[src/rtl/sptm_pkg.sv]
// Shared types and constants for the sync pulse time message capture block.
`default_nettype none

package sptm_pkg;

    localparam int unsigned MESSAGE_BYTES_DEF = 8;
    localparam int unsigned COUNT_W           = 4;
    localparam int unsigned STAMP_W           = 32;
    localparam int unsigned TIME_W            = 64;
    localparam int unsigned BYTE_W            = 8;
    localparam int unsigned KIND_W            = 2;
    localparam int unsigned APB_ADDR_W        = 3;
    localparam int unsigned APB_DATA_W        = 32;

    localparam logic [STAMP_W-1:0] TIMEOUT_RESET = 32'd1150000;

    // Register index taken from paddr
    localparam logic REG_TIMEOUT_US = 1'b0;

    typedef enum logic [KIND_W-1:0] {
        KIND_SYNC = 2'd0,
        KIND_BYTE = 2'd1,
        KIND_POLL = 2'd2
    } kind_t;

    typedef struct packed {
        logic [KIND_W-1:0]  kind;
        logic [BYTE_W-1:0]  byte_value;
        logic [STAMP_W-1:0] timer_now;
    } item_t;

endpackage

`default_nettype wire

[src/rtl/sptm_core.sv]
// Capture state and per-item update: stamp, byte assembly, timeout check and result add.
`default_nettype none

module sptm_core #(
    parameter int unsigned MessageBytes = sptm_pkg::MESSAGE_BYTES_DEF
) (
    input  wire logic                          clk,
    input  wire logic                          rst_n,
    input  wire logic                          go,
    input  wire sptm_pkg::item_t               item,
    input  wire logic [sptm_pkg::STAMP_W-1:0]  timeout_us,
    output logic                               res_valid,
    output logic [sptm_pkg::TIME_W-1:0]        res_value
);
    import sptm_pkg::*;

    logic                armed_reg, armed_next;
    logic [STAMP_W-1:0]  stamp_reg, stamp_next;
    logic [TIME_W-1:0]   acc_reg, acc_next;
    logic [COUNT_W-1:0]  count_reg, count_next;
    logic [STAMP_W-1:0]  elapsed;
    logic                full;

    assign elapsed   = item.timer_now - stamp_reg;
    assign full      = (count_reg == COUNT_W'(MessageBytes));
    assign res_value = acc_reg + {{(TIME_W-STAMP_W){1'b0}}, elapsed};

    always_comb
    begin
        armed_next = armed_reg;
        stamp_next = stamp_reg;
        acc_next   = acc_reg;
        count_next = count_reg;
        res_valid  = 1'b0;
        if (go)
        begin
            case (kind_t'(item.kind))
                KIND_SYNC:
                begin
                    stamp_next = item.timer_now;
                    count_next = '0;
                    acc_next   = '0;
                    armed_next = 1'b1;
                end
                KIND_BYTE:
                begin
                    if (armed_reg && (count_reg < COUNT_W'(MessageBytes)))
                    begin
                        acc_next   = {acc_reg[TIME_W-BYTE_W-1:0], item.byte_value};
                        count_next = count_reg + COUNT_W'(1);
                    end
                end
                KIND_POLL:
                begin
                    // timeout wins over a complete message
                    if (armed_reg)
                    begin
                        if (elapsed > timeout_us)
                            armed_next = 1'b0;
                        else if (full)
                        begin
                            res_valid  = 1'b1;
                            armed_next = 1'b0;
                        end
                    end
                end
                default:
                begin
                end
            endcase
        end
    end

    always_ff @(posedge clk or negedge rst_n)
    begin
        if (!rst_n)
        begin
            armed_reg <= 1'b0;
            stamp_reg <= '0;
            acc_reg   <= '0;
            count_reg <= '0;
        end
        else
        begin
            armed_reg <= armed_next;
            stamp_reg <= stamp_next;
            acc_reg   <= acc_next;
            count_reg <= count_next;
        end
    end

endmodule

`default_nettype wire

[src/rtl/sync_pulse_time_message_capture.sv]
// Top level: input register, capture core, result register and APB timeout register.
//
//  channel | direction | handshake                   | payload
//  --------+-----------+-----------------------------+---------------------------------
//  input   | in        | in_valid / in_stall         | kind, byte_value, timer_now
//  result  | out       | out_valid / out_stall       | time_value
//  config  | in/out    | psel penable pwrite pready  | paddr, pwdata, prdata
//
// One item per cycle unless a held result stalls it: a transfer lands in the input
// register; when it advances the core updates its state, and a poll that finds a complete
// message within the timeout loads the result register and sets out_valid. Only a held
// result (out_valid with out_stall) stops the input register from advancing, and then
// in_stall rises. Reset clears the capture state and sets timeout_us to 1150000.
`default_nettype none

module sync_pulse_time_message_capture #(
    parameter int unsigned MessageBytes = sptm_pkg::MESSAGE_BYTES_DEF
) (
    input  wire logic                             clk,
    input  wire logic                             rst_n,
    input  wire logic                             in_valid,
    output logic                                  in_stall,
    input  wire logic [sptm_pkg::KIND_W-1:0]      kind,
    input  wire logic [sptm_pkg::BYTE_W-1:0]      byte_value,
    input  wire logic [sptm_pkg::STAMP_W-1:0]     timer_now,
    output logic                                  out_valid,
    input  wire logic                             out_stall,
    output logic [sptm_pkg::TIME_W-1:0]           time_value,
    input  wire logic                             psel,
    input  wire logic                             penable,
    input  wire logic                             pwrite,
    input  wire logic [sptm_pkg::APB_ADDR_W-1:0]  paddr,
    input  wire logic [sptm_pkg::APB_DATA_W-1:0]  pwdata,
    output logic [sptm_pkg::APB_DATA_W-1:0]       prdata,
    output logic                                  pready
);
    import sptm_pkg::*;

    logic                 s1_valid_reg, s1_valid_next;
    item_t                s1_item_reg;
    logic                 out_valid_reg, out_valid_next;
    logic [TIME_W-1:0]    out_value_reg;
    logic [STAMP_W-1:0]   timeout_reg;
    logic                 advance;
    logic                 in_fire;
    logic                 res_valid;
    logic [TIME_W-1:0]    res_value;
    logic                 reg_idx;

    assign pready  = 1'b1;
    assign reg_idx = paddr[2];
    assign prdata  = (reg_idx == REG_TIMEOUT_US) ? timeout_reg : '0;

    always_ff @(posedge clk or negedge rst_n)
    begin
        if (!rst_n)
            timeout_reg <= TIMEOUT_RESET;
        else if (psel && penable && pwrite && pready && (reg_idx == REG_TIMEOUT_US))
            timeout_reg <= pwdata;
    end

    // advance the input register whenever the result slot is free or draining
    assign advance  = s1_valid_reg && (!out_valid_reg || !out_stall);
    assign in_stall = s1_valid_reg && !advance;
    assign in_fire  = in_valid && !in_stall;

    always_comb
    begin
        s1_valid_next = s1_valid_reg;
        if (in_fire)
            s1_valid_next = 1'b1;
        else if (advance)
            s1_valid_next = 1'b0;

        out_valid_next = out_valid_reg;
        if (res_valid)
            out_valid_next = 1'b1;
        else if (out_valid_reg && !out_stall)
            out_valid_next = 1'b0;
    end

    always_ff @(posedge clk or negedge rst_n)
    begin
        if (!rst_n)
        begin
            s1_valid_reg  <= 1'b0;
            out_valid_reg <= 1'b0;
        end
        else
        begin
            s1_valid_reg  <= s1_valid_next;
            out_valid_reg <= out_valid_next;
        end
    end

    always_ff @(posedge clk)
    begin
        if (in_fire)
        begin
            s1_item_reg.kind       <= kind;
            s1_item_reg.byte_value <= byte_value;
            s1_item_reg.timer_now  <= timer_now;
        end
        if (res_valid)
            out_value_reg <= res_value;
    end

    sptm_core #(
        .MessageBytes(MessageBytes)
    ) u_core (
        .clk        (clk),
        .rst_n      (rst_n),
        .go         (advance),
        .item       (s1_item_reg),
        .timeout_us (timeout_reg),
        .res_valid  (res_valid),
        .res_value  (res_value)
    );

    assign out_valid  = out_valid_reg;
    assign time_value = out_value_reg;

endmodule

`default_nettype wire
[config.mk]
export PLATFORM = sky130hd
export DESIGN_NAME = sync_pulse_time_message_capture
export DESIGN_NICKNAME = d
export VERILOG_FILES = /design/src/rtl/sptm_pkg.sv /design/src/rtl/sptm_core.sv /design/src/rtl/sync_pulse_time_message_capture.sv
export SDC_FILE = /design/constraint.sdc
export NUM_CORES = 1
export LEC_CHECK = 0
export ABC_CLOCK_PERIOD_IN_PS = 10500
export BUFFER_PORTS_ARGS = -buffer_cell sky130_fd_sc_hd__buf_2
export CAP_MARGIN = 20
export CORE_MARGIN = 1
export CORE_UTILIZATION = 53
export DETAILED_ROUTE_END_ITERATION = 16
export GPL_TIMING_DRIVEN = 0
export PLACE_DENSITY = 0.77
export SYNTH_ARGS = -nofsm -noshare
export SYNTH_HDL_FRONTEND = slang
export SYNTH_HIERARCHICAL = 1
export SYNTH_SLANG_ARGS = --single-unit
[constraint.sdc]
create_clock -name clk -period 10.5 [get_ports clk]
set_input_delay 1.05 -clock clk [delete_from_list [all_inputs] [get_ports clk]]
set_output_delay 1.05 -clock clk [all_outputs]
set_load 0.005 [all_outputs]
==> summary by stage, run 1 <==
Place
Counting tap cells, the placed design contains a total of between 1,500 and 2,000 instances. The weighted congestion at the end of routability-driven global placement is roughly 0.91. The placed cell area is between 10,000 and 15,000 um^2. Before CTS, the worst setup slack after placement is around 4.2 ns. The quantity of I/O buffers inserted on ports is around 180. The wire-length estimate of the detail-placed layout is about 24,000 um.

Hold path
The cell depth of the worst min-delay path is 2. The path class of the tightest hold or removal check is reg -> reg. The worst hold path begins at s1_item_reg[14]$_DFFE_PP_.

Pwr
In this run the power density over the cells is approximately 210 nW/um^2. Summed over all cells, the static leakage comes to approximately 7.2 nW. VDD sags by at most 0.126 mV.

Critical path
The number of buffers and inverters on the critical path is 5. The maximum cell stage delay along the critical path is between 0.7 and 0.8 ns. The instance count on the critical path is 21.

The length in cells of the worst reg-to-reg path is 21. The worst setup path is launched from a flip-flop. The capturing element of the worst setup path is time_value[47]$_DFFE_PP_. On the critical path the largest part of the delay comes from compound AO/OA/AOI/OAI gates. The largest driver fanout on the critical path is 18. The minimum setup slack among reg-to-reg paths is around 4.2 ns. The worst setup path is captured at a flip-flop. Tracing the worst setup path back leads to its startpoint at s1_item_reg[0]$_DFFE_PP_. The launch point of the worst reg-to-reg path is s1_item_reg[0]$_DFFE_PP_. The required time reported for the critical path endpoint is about 11 ns. For this design, the slowest cell found on the critical path is sky130_fd_sc_hd__nor4b_4. The critical path start-end classification is reg -> reg.

The arrival time at the worst endpoint is 6.56 ns. The critical path goes through inv_1 -> ha_1 -> inv_1 -> fa_1 -> a211oi_1 -> o21ai_0 -> a2111oi_2 -> nor4b_1 -> o41ai_4 -> o21ai_1 -> a21o_1 -> a21oi_1 -> xnor2_1 -> ha_1 -> nand4_1 -> nor4_1 -> a22oi_1 -> nor4b_4 -> buf_8 -> buf_8 -> buf_6. In this run the critical register-to-register path is captured at time_value[47]$_DFFE_PP_.

Yosys
The largest total area in the synthesized netlist belongs to sky130_fd_sc_hd__dfrtp_1. The average footprint of a synthesized cell is 10.3 um^2. The share of Yosys cell area claimed by the top area cell type is 23.7%.

Of the total synthesized cell area, the portion taken by XOR and XNOR cells is 5.77%. Summing the areas of all fa, ha and maj instances in the mapped netlist gives roughly 9.3% of the synthesized area. The portion of the post-synthesis area used by sequential elements is approximately 49%. The main combinational cell family by area after synthesis is compound AO/OA/AOI/OAI gates. The netlist area before placement is about 14,000 um^2. Summing the areas of all compound-gate instances in the mapped netlist gives about 15% of the synthesized area. Counting every instance in the synthesized netlist gives about 1,300. The number of distinct library cells after synthesis is between 70 and 80. The number of enable flip-flop cells after synthesis is approximately 110.

The synthesized-area fraction occupied by and/or/nand/nor cells is 13.5%. By area the synthesized netlist is led by sky130_fd_sc_hd__dfrtp_1, sky130_fd_sc_hd__edfxtp_1, sky130_fd_sc_hd__ha_1, sky130_fd_sc_hd__nand2_1, sky130_fd_sc_hd__o21ai_0. Of all flip-flops after synthesis, the portion carrying an async set or reset was a little under three fifths.

For this run, the number of Yosys warnings is 6. The mux share of post-synthesis cell area is about 3.7%. Counting every net in the synthesized netlist gives approximately 1,500. The most used flip-flop cell after synthesis is sky130_fd_sc_hd__dfrtp_1.

The post-synthesis register bit count is roughly 240.

Clock network
Buffers inserted to repair hold after CTS numbered 0. The clock passes through at most 3 buffers. The maximum level of the CTS H-tree is 1. In this run the clock root is driven by a sky130_fd_sc_hd__clkbuf_16. Gates resized during post-CTS repair numbered 0. The number of clock buffers added by TritonCTS is 27.

The number of clock sinks seen by CTS is about 240. The post-CTS clock slew at the launch and capture registers of the worst setup and hold paths is roughly 0.060 ns. TritonCTS built the clock tree.

The number of setup buffers added after CTS is 0. The worst-skew pair later-pin latency is between 0.5 and 0.6 ns.

Global route
The initial antenna violation count is 1. The global-route usage over all layers is about a quarter. The number of global-route vias before repair is 10,000.

The maximum number of pins on one net before global-route repair is slightly above 70. The first-pass GRT wire length is roughly 51,000 um. For this run the aggregate overflow at the end of global routing stands at 0.

Route
Before antenna repair, the detailed router went through 5 iterations. The DRC violation total after the first TritonRoute iteration is 757. The count of nets left with antenna violations once routing finished came out at 0. The number of vias after detailed routing is between 10,000 and 15,000. For this run, design rule violations remaining after detail routing come to 0.

The detail-routed via count per cell is 5.48. Dividing the detail-routed wire length by the instance count gives between 15 and 20 um. The routed design has ~32,000 um of wire.

Timing
The final setup violation count is 0. The number of hold violations in the final report is 0. Setup slack on the critical path of the routed design comes to ~4.2 ns. The actual transition at the worst max-transition pin is approximately 0.8 ns. The final-report max-slew violation count is 0.

In the final timing run, aggregate negative setup slack is 0 ns. For this run, the top clock speed supported by timing is 158 MHz. Setup repair after global routing left no endpoint under its margin. The worst slew slack as a fraction of its limit is 46.3%.

The final critical-path required period is roughly 6.3 ns. The final critical-path share of the clock period is slightly above 60%. On the final layout, the worst clock skew is 0.0216 ns.

Final layout
In the layout the commonest cells are sky130_fd_sc_hd__nand2_1, sky130_fd_sc_hd__buf_2, sky130_fd_sc_hd__dfrtp_1. Of the cells placed in the final design, the portion with a size suffix greater than 1 is between 10% and 20%. The most common cell after layout, fill and taps aside is sky130_fd_sc_hd__nand2_1. The final layout contains about 1,700 nets. The area growth from synthesis to layout is 17.3%. The post-route cell area is ~16,000 um^2. The count of cells in the finished layout, fillers not included, comes to 1,871.

Die
The area enclosed by the die boundary is between 20,000 and 30,000 um^2. The die is 162 um tall. Once the floorplan was initialized, standard cells occupied a little over half of the core. The die width is 162 um. The top-level port count is ~180. The floorplan has 58 rows. The core region is 25,100 um^2.

Flow run
Max-cap violations in this run came to 0.

Run status
The run finished with clean final reports.
-- metal layers --
| layer | vias up | track usage, % | wire [um] | share of wire, % |
|---|---|---|---|---|
| met2 | 312 | 40.9 | 14900 | 47 |
| met4 | 0 | 8.28 | 921 | 2.9 |
| met3 | 66 | 2.78 | 1520 | 4.8 |
| li1 | 5039 | - | - | - |
| met1 | 4838 | 33.2 | 14400 | 45 |
| met5 | - | 0 | 0 | 0 |
-- synthesized netlist by cell type (2+ instances only) --
master and n:
sky130_fd_sc_hd__nor3_1 14, sky130_fd_sc_hd__clkbuf_1 42, sky130_fd_sc_hd__nor4b_1 2, sky130_fd_sc_hd__xnor2_1 48, sky130_fd_sc_hd__a21oi_1 68, sky130_fd_sc_hd__and4_1 3
sky130_fd_sc_hd__mux2_4 30, sky130_fd_sc_hd__edfxtp_1 106, sky130_fd_sc_hd__and2_1 4, sky130_fd_sc_hd__a221o_1 3, sky130_fd_sc_hd__o31ai_1 2, sky130_fd_sc_hd__dfstp_2 7
sky130_fd_sc_hd__o21ai_1 2, sky130_fd_sc_hd__nand2b_1 6, sky130_fd_sc_hd__and3_1 15, sky130_fd_sc_hd__o21ai_0 122, sky130_fd_sc_hd__a21boi_0 5, sky130_fd_sc_hd__a211oi_1 9
sky130_fd_sc_hd__a211o_1 3, sky130_fd_sc_hd__a41oi_1 4, sky130_fd_sc_hd__buf_6 5, sky130_fd_sc_hd__fa_1 2, sky130_fd_sc_hd__a2111oi_0 7, sky130_fd_sc_hd__nand4_1 17
sky130_fd_sc_hd__nand3b_1 2, sky130_fd_sc_hd__a21o_1 48, sky130_fd_sc_hd__xor2_1 41, sky130_fd_sc_hd__a41o_1 3, sky130_fd_sc_hd__nor2_1 45, sky130_fd_sc_hd__mux2_2 4
sky130_fd_sc_hd__ha_1 97, sky130_fd_sc_hd__a31oi_1 7, sky130_fd_sc_hd__nand3_1 27, sky130_fd_sc_hd__dfrtp_1 128, sky130_fd_sc_hd__o21a_1 11, sky130_fd_sc_hd__nand2_1 206
sky130_fd_sc_hd__inv_1 82, sky130_fd_sc_hd__nor2b_1 38, sky130_fd_sc_hd__o21bai_1 7
-- cells by family after synthesis --
| family | Yosys count |
|---|---|
| and+or+nand+nor | 390 |
| AOI/OAI and AO/OA | 321 |
| DFF | 241 |
| buffers and inverters | 131 |
| adders and majority gates | 99 |
| xor gates and xnor gates | 89 |
| muxes | 34 |
| other | 1 |
-- per-stage QoR --
step / utilization [%] / hold slack (ns) / total power, mW
after global placement: 59.0 / 0.466 / 2.31
after detailed placement: 59.5 / 0.476 / 2.36
after global routing: 63.1 / 0.532 / 3.53
after CTS: 63.1 / 0.484 / 3.33
final: 63.1 / 0.482 / 3.33
after floorplan: - / 0.450 / 2.05
-- area by class of cell --
type,instances,area [um^2]
plain buffers,49,226
flip-flops and latches,241,6570
diodes,1,2.50
well taps,330,413
fillers,2069,9270
clock inverters,13,170
multi-input cells,934,6420
repair buffers,185,1000
clock buffers,36,729
inverters,82,308
-- worst min-delay path: cells and delay by family, from the launching register on --
family | cells | cell delay [ns]
simple gates | 1 | 0.05
flops | 1 | 0.35
compound gates | 1 | 0.06
-- where the power goes --
| part | switching, mW | internal (mW) | total (mW) |
|---|---|---|---|
| clock network | 0.376 | 0.585 | 0.961 |
| registers | 0.0536 | 1.10 | 1.16 |
| logic | 0.708 | 0.502 | 1.21 |
| total | 1.14 | 2.19 | 3.33 |
-- worst min-delay path by stage --
stage                                       end
6_report       u_core/stamp_reg[14]$_DFFE_PN0P_
5_1_grt        u_core/stamp_reg[14]$_DFFE_PN0P_
4_1_cts        u_core/stamp_reg[14]$_DFFE_PN0P_
3_5_place_dp   u_core/stamp_reg[14]$_DFFE_PN0P_
3_3_place_gp     u_core/acc_reg[61]$_DFFE_PN0P_
2_1_floorplan    u_core/acc_reg[61]$_DFFE_PN0P_
(Power assumes the default switching activity.)
==> inputs of run 2 (changes only) <==
--- a/config.mk
+++ b/config.mk
@@ -5,14 +5,14 @@
 export SDC_FILE = /design/constraint.sdc
 export NUM_CORES = 1
 export LEC_CHECK = 0
-export ABC_CLOCK_PERIOD_IN_PS = 10500
+export ABC_CLOCK_PERIOD_IN_PS = 6000
 export BUFFER_PORTS_ARGS = -buffer_cell sky130_fd_sc_hd__buf_2
 export CAP_MARGIN = 20
 export CORE_MARGIN = 1
-export CORE_UTILIZATION = 53
+export CORE_UTILIZATION = 59
 export DETAILED_ROUTE_END_ITERATION = 16
 export GPL_TIMING_DRIVEN = 0
-export PLACE_DENSITY = 0.77
+export PLACE_DENSITY = 0.81
 export SYNTH_ARGS = -nofsm -noshare
 export SYNTH_HDL_FRONTEND = slang
 export SYNTH_HIERARCHICAL = 1
==> constraint.sdc (replaced) <==
create_clock -name clk -period 6 [get_ports clk]
set_input_delay 0.6 -clock clk [delete_from_list [all_inputs] [get_ports clk]]
set_output_delay 0.6 -clock clk [all_outputs]
set_load 0.005 [all_outputs]
==> run 2 against run 1 <==
Against the previous run:
- core utilization up 7.0 points
- wire length down 1.8%
- sequential share of layout area up 0.069 points
- non-clock buffer count up 1
- design area down 0.17%
- sequential power up 75%
- sequential cell count unchanged
- worst setup slack worse by 3.8 ns
- critical path depth up 1
- critical path type unchanged
==> summary by stage, run 2 (synthesis results as in run 1) <==
Run status
The run finished with clean final reports.

Final layout
The library cell used most frequently in the layout, excluding fill and tap cells, is sky130_fd_sc_hd__nand2_1. The sequential standard cell area was 6570 um^2 (unchanged). The final net count is 1,703 (unchanged). The post-route cell area is 15,800 um^2 (-0.17%). Compared with the post-synthesis result, the final layout area differs by 17.1%.

In the layout the commonest cells are sky130_fd_sc_hd__nand2_1, sky130_fd_sc_hd__buf_2, sky130_fd_sc_hd__dfrtp_1. The area used by multi-input combinational logic was 6500 um^2 (+1.2%). The count of placed standard cells in the final layout, fillers left out came to 1,825 (-2.5%). The fraction of layout instances using a drive strength above 1 is 20.0% (+1.0 points). The number of diodes added for antenna fixing was 0 (-1).

The final-layout fill cell count is 1,674 (-19%).

Place
The weighted congestion at the end of routability-driven global placement was 0.902 (-1.4%). The number of placed instances with taps included came to 1,776 (-2.5%). The placed cell area was 14,900 um^2 (about the same). The quantity of I/O buffers inserted on ports was 179 (unchanged). The final HPWL from detailed placement is 23,700 um (-1.1%).

The pre-CTS setup slack was -0.157 ns (-4.36 ns).

Pwr
The post-route total power came to 5.75 mW (+73%). The leakage power of the design is 7.20 nW (-0.36%). The maximum VDD drop came to 0.271 mV (+110%). The proportion of power drawn by flip-flops and latches is 35.2% (+0.5 points). The reported net switching power is 2.00 mW (+76%). The net switching fraction of the power is 34.8% (+0.61 points). The cell-internal power is 3.75 mW (+71%). The relative contribution of the clock network to total power is 27.4% (-1.5 points). The cell area power density is 364 nW/um^2 (+73%). The share of power burned in combinational logic is 37.4% (+1.0 points).

Critical path
The length in cells of the worst reg-to-reg path came to 22 (+4.8%). The required time reported for the critical path endpoint is 6.23 ns (-4.49 ns). STA classifies the critical path startpoint as a flip-flop. The maximum cell stage delay along the critical path is 0.46 ns (-0.26 ns).

The most used cell along the critical path is sky130_fd_sc_hd__a21o_1. The number of buffers and inverters on the critical path came to 4 (-1). The arrival time at the worst endpoint was 5.90 ns (-0.66 ns).

The largest driver fanout on the critical path is 18 (unchanged). The critical path goes through ha_1 -> nor2b_1 -> o31a_1 -> o31ai_4 -> a21o_1 -> a41oi_2 -> a221o_1 -> a211o_1 -> a21oi_1 -> xnor2_1 -> ha_1 -> a21o_1 -> a21o_1 -> a21oi_1 -> o21ai_1 -> a21oi_2 -> a22oi_2 -> nor4b_4 -> buf_8 -> buf_8 -> buf_6 -> buf_6. The instance count on the critical path came to 22 (+4.8%).

STA classifies the critical path endpoint as a flip-flop. The critical path start-end classification is reg -> reg. The cell at the slowest stage of the critical path is sky130_fd_sc_hd__edfxtp_1. The dominant delay contributor by cell family on the critical path is compound AO/OA/AOI/OAI gates.

Route
The per-cell routed wire length is 17.0 um (+0.69%). The DRC violation total after the first TritonRoute iteration was 708 (-6.5%). The count of TritonRoute iterations in the first routing pass is 5 (unchanged). The remaining design rule violation count was 0 (unchanged). The number of routed nets with antenna violations is 0 (unchanged). The number of vias after detailed routing is 10,400 (+1.8%).

The total wire length was 31,100 um (-1.8%). The detail-routed via count per cell was 5.72 (+4.3%).

Clock network
TritonCTS built the clock tree. The number of clock sinks seen by CTS is 241 (unchanged). The cell sitting at the root of the clock tree is a sky130_fd_sc_hd__clkbuf_16. The maximum level of the CTS H-tree is 1 (unchanged).

The worst-skew pair later-pin latency came to 0.53 ns (about the same). The number of clock buffers inserted by TritonCTS was 26 (-3.7%). The post-CTS clock slew at the launch and capture registers of the worst setup and hold paths came to 0.06 ns (about the same). The cts-stage hold buffer count is 0 (unchanged).

The deepest clock path buffer count is 3 (unchanged).

Timing
The final worst setup slack is 0.331 ns (-3.83 ns). The worst clock skew is 0.0109 ns (-0.0107 ns). The final-report max-slew violation count was 0 (unchanged).

The worst slew slack as a fraction of its limit was 51.7% (+5.4 points). The final critical-path share of the clock period was 94.5% (+34 points). The actual transition at the worst max-transition pin came to 0.717 ns (-0.0778 ns). The final setup violation count is 0 (unchanged). The highest clock frequency the design can meet came to 176 MHz (+12%). The number of hold violations in the final report is 0 (unchanged). The final critical-path required period was 5.67 ns (-0.665 ns).

Setup repair after global routing left no endpoint under its margin.

Die
The top-level port count is 183 (unchanged). The initial standard-cell utilization of the core was 59.9% (+6.0 points). The area enclosed by the die boundary is 23,500 um^2 (-10%). The area inside the core boundary is 22,600 um^2 (-10%).

The die boundary height is 153 um (-5.2%). The count of standard-cell rows was 55 (-5.2%). The die width came to 153 um (-5.2%).

Global route
The global-route usage over all layers is 26.9% (+2.5 points). The met2 capacity usage during global routing was 45.4% (+4.5 points). The met1 capacity usage during global routing came to 36.5% (+3.3 points). The first-pass GRT wire length came to 50,600 um (-0.85%). The aggregate global routing overflow is 0 (unchanged). The maximum number of pins on one net before global-route repair came to 90 (+25%).

The met3 usage was 3.06% (+0.28 points). The initial antenna violation count came to 0 (-1). The number of global-route vias before repair came to 10,200 (+1.4%).

The global routing stage identified its most utilized layer as met2.

Flow run
The number of violations of the max-capacitance limit was 0 (unchanged).

Hold path
The worst min-delay path category is in -> async.
## run 2: cell count changes in the layout (fill, tap and decap cells not counted), moves of 2 or more
cell | before | now
sky130_fd_sc_hd__clkbuf_1 | 49 | 46
sky130_fd_sc_hd__ha_1 | 97 | 95
sky130_fd_sc_hd__a21oi_1 | 68 | 66
sky130_fd_sc_hd__ha_2 | 0 | 2
sky130_fd_sc_hd__clkinvlp_4 | 0 | 3
sky130_fd_sc_hd__bufinv_16 | 4 | 2
sky130_fd_sc_hd__a21oi_2 | 1 | 3
sky130_fd_sc_hd__o21ai_0 | 122 | 120
sky130_fd_sc_hd__clkinv_2 | 5 | 7
## run 2: worst reg2reg max path, delay by kind of cell (launching register included)
family / cells / cell delay, ns
simple gates: 2 / 0.49
buf+inv: 4 / 0.79
flops: 1 / 0.46
fa+ha+maj: 2 / 0.66
xor+xnor: 1 / 0.23
compound gates: 13 / 2.76
## run 2: path summary, 6_finish.rpt
check	start	end	slack, ns
min in group clk	byte_value[1]	s1_item_reg[33]$_DFFE_PP_	0.25
hold / removal	rst_n	u_core/stamp_reg[24]$_DFFE_PN0P_	0.01
setup reg to reg	s1_item_reg[1]$_DFFE_PP_	time_value[19]$_DFFE_PP_	0.33
max in group asynchronous	rst_n	u_core/acc_reg[27]$_DFFE_PN0P_	5.18
hold reg to reg	u_core/acc_reg[61]$_DFFE_PN0P_	u_core/acc_reg[61]$_DFFE_PN0P_	0.50
setup / recovery	s1_item_reg[1]$_DFFE_PP_	time_value[19]$_DFFE_PP_	0.33
## run 2: metal layers
| metal | up-vias | wire, um |
|---|---|---|
| met5 | - | 0 |
| met4 | 0 | 864 |
| met3 | 68 | 1730 |
| met2 | 386 | 15000 |
| met1 | 4940 | 13600 |
| li1 | 5043 | - |
## run 2: per-stage QoR
stage | TNS [ns] | utilization (%) | hold slack, ns
after floorplan | -9.25 | - | 0.304
after global placement | -100.12 | 65.7 | 0.466
after detailed placement | -2.50 | 66.2 | 0.485
after CTS | 0 | 70.0 | 0.00720
after global routing | 0 | 70.1 | 0.0268
final | 0 | 70.1 | 0.0110
## run 2: repair_timing
item	4_1_cts	5_1_grt
resized for setup	0	2
setup buffers	1	0
pin swaps	1	2
setup endpoints to repair	16	16
## run 2: final cells by class
class | count | area share [%]
Clock inverter | 16 | 0.918
Buffer | 49 | 1.43
Timing Repair Buffer | 186 | 6.38
Multi-Input combinational cell | 934 | 41.1
Sequential cell | 241 | 41.5
Tap cell | 285 | 2.25
Clock buffer | 32 | 4.45
Inverter | 82 | 1.95
## run 2: power groups by stage
stage                     logic (mW)  clock network [mW]  registers, mW
after global placement          2.03                   0           2.05
final                           2.15                1.57           2.03
after floorplan                 1.60                   0           2.02
after global routing            2.38                1.68           2.04
after CTS                       2.12                1.61           2.02
after detailed placement        2.10                   0           2.05
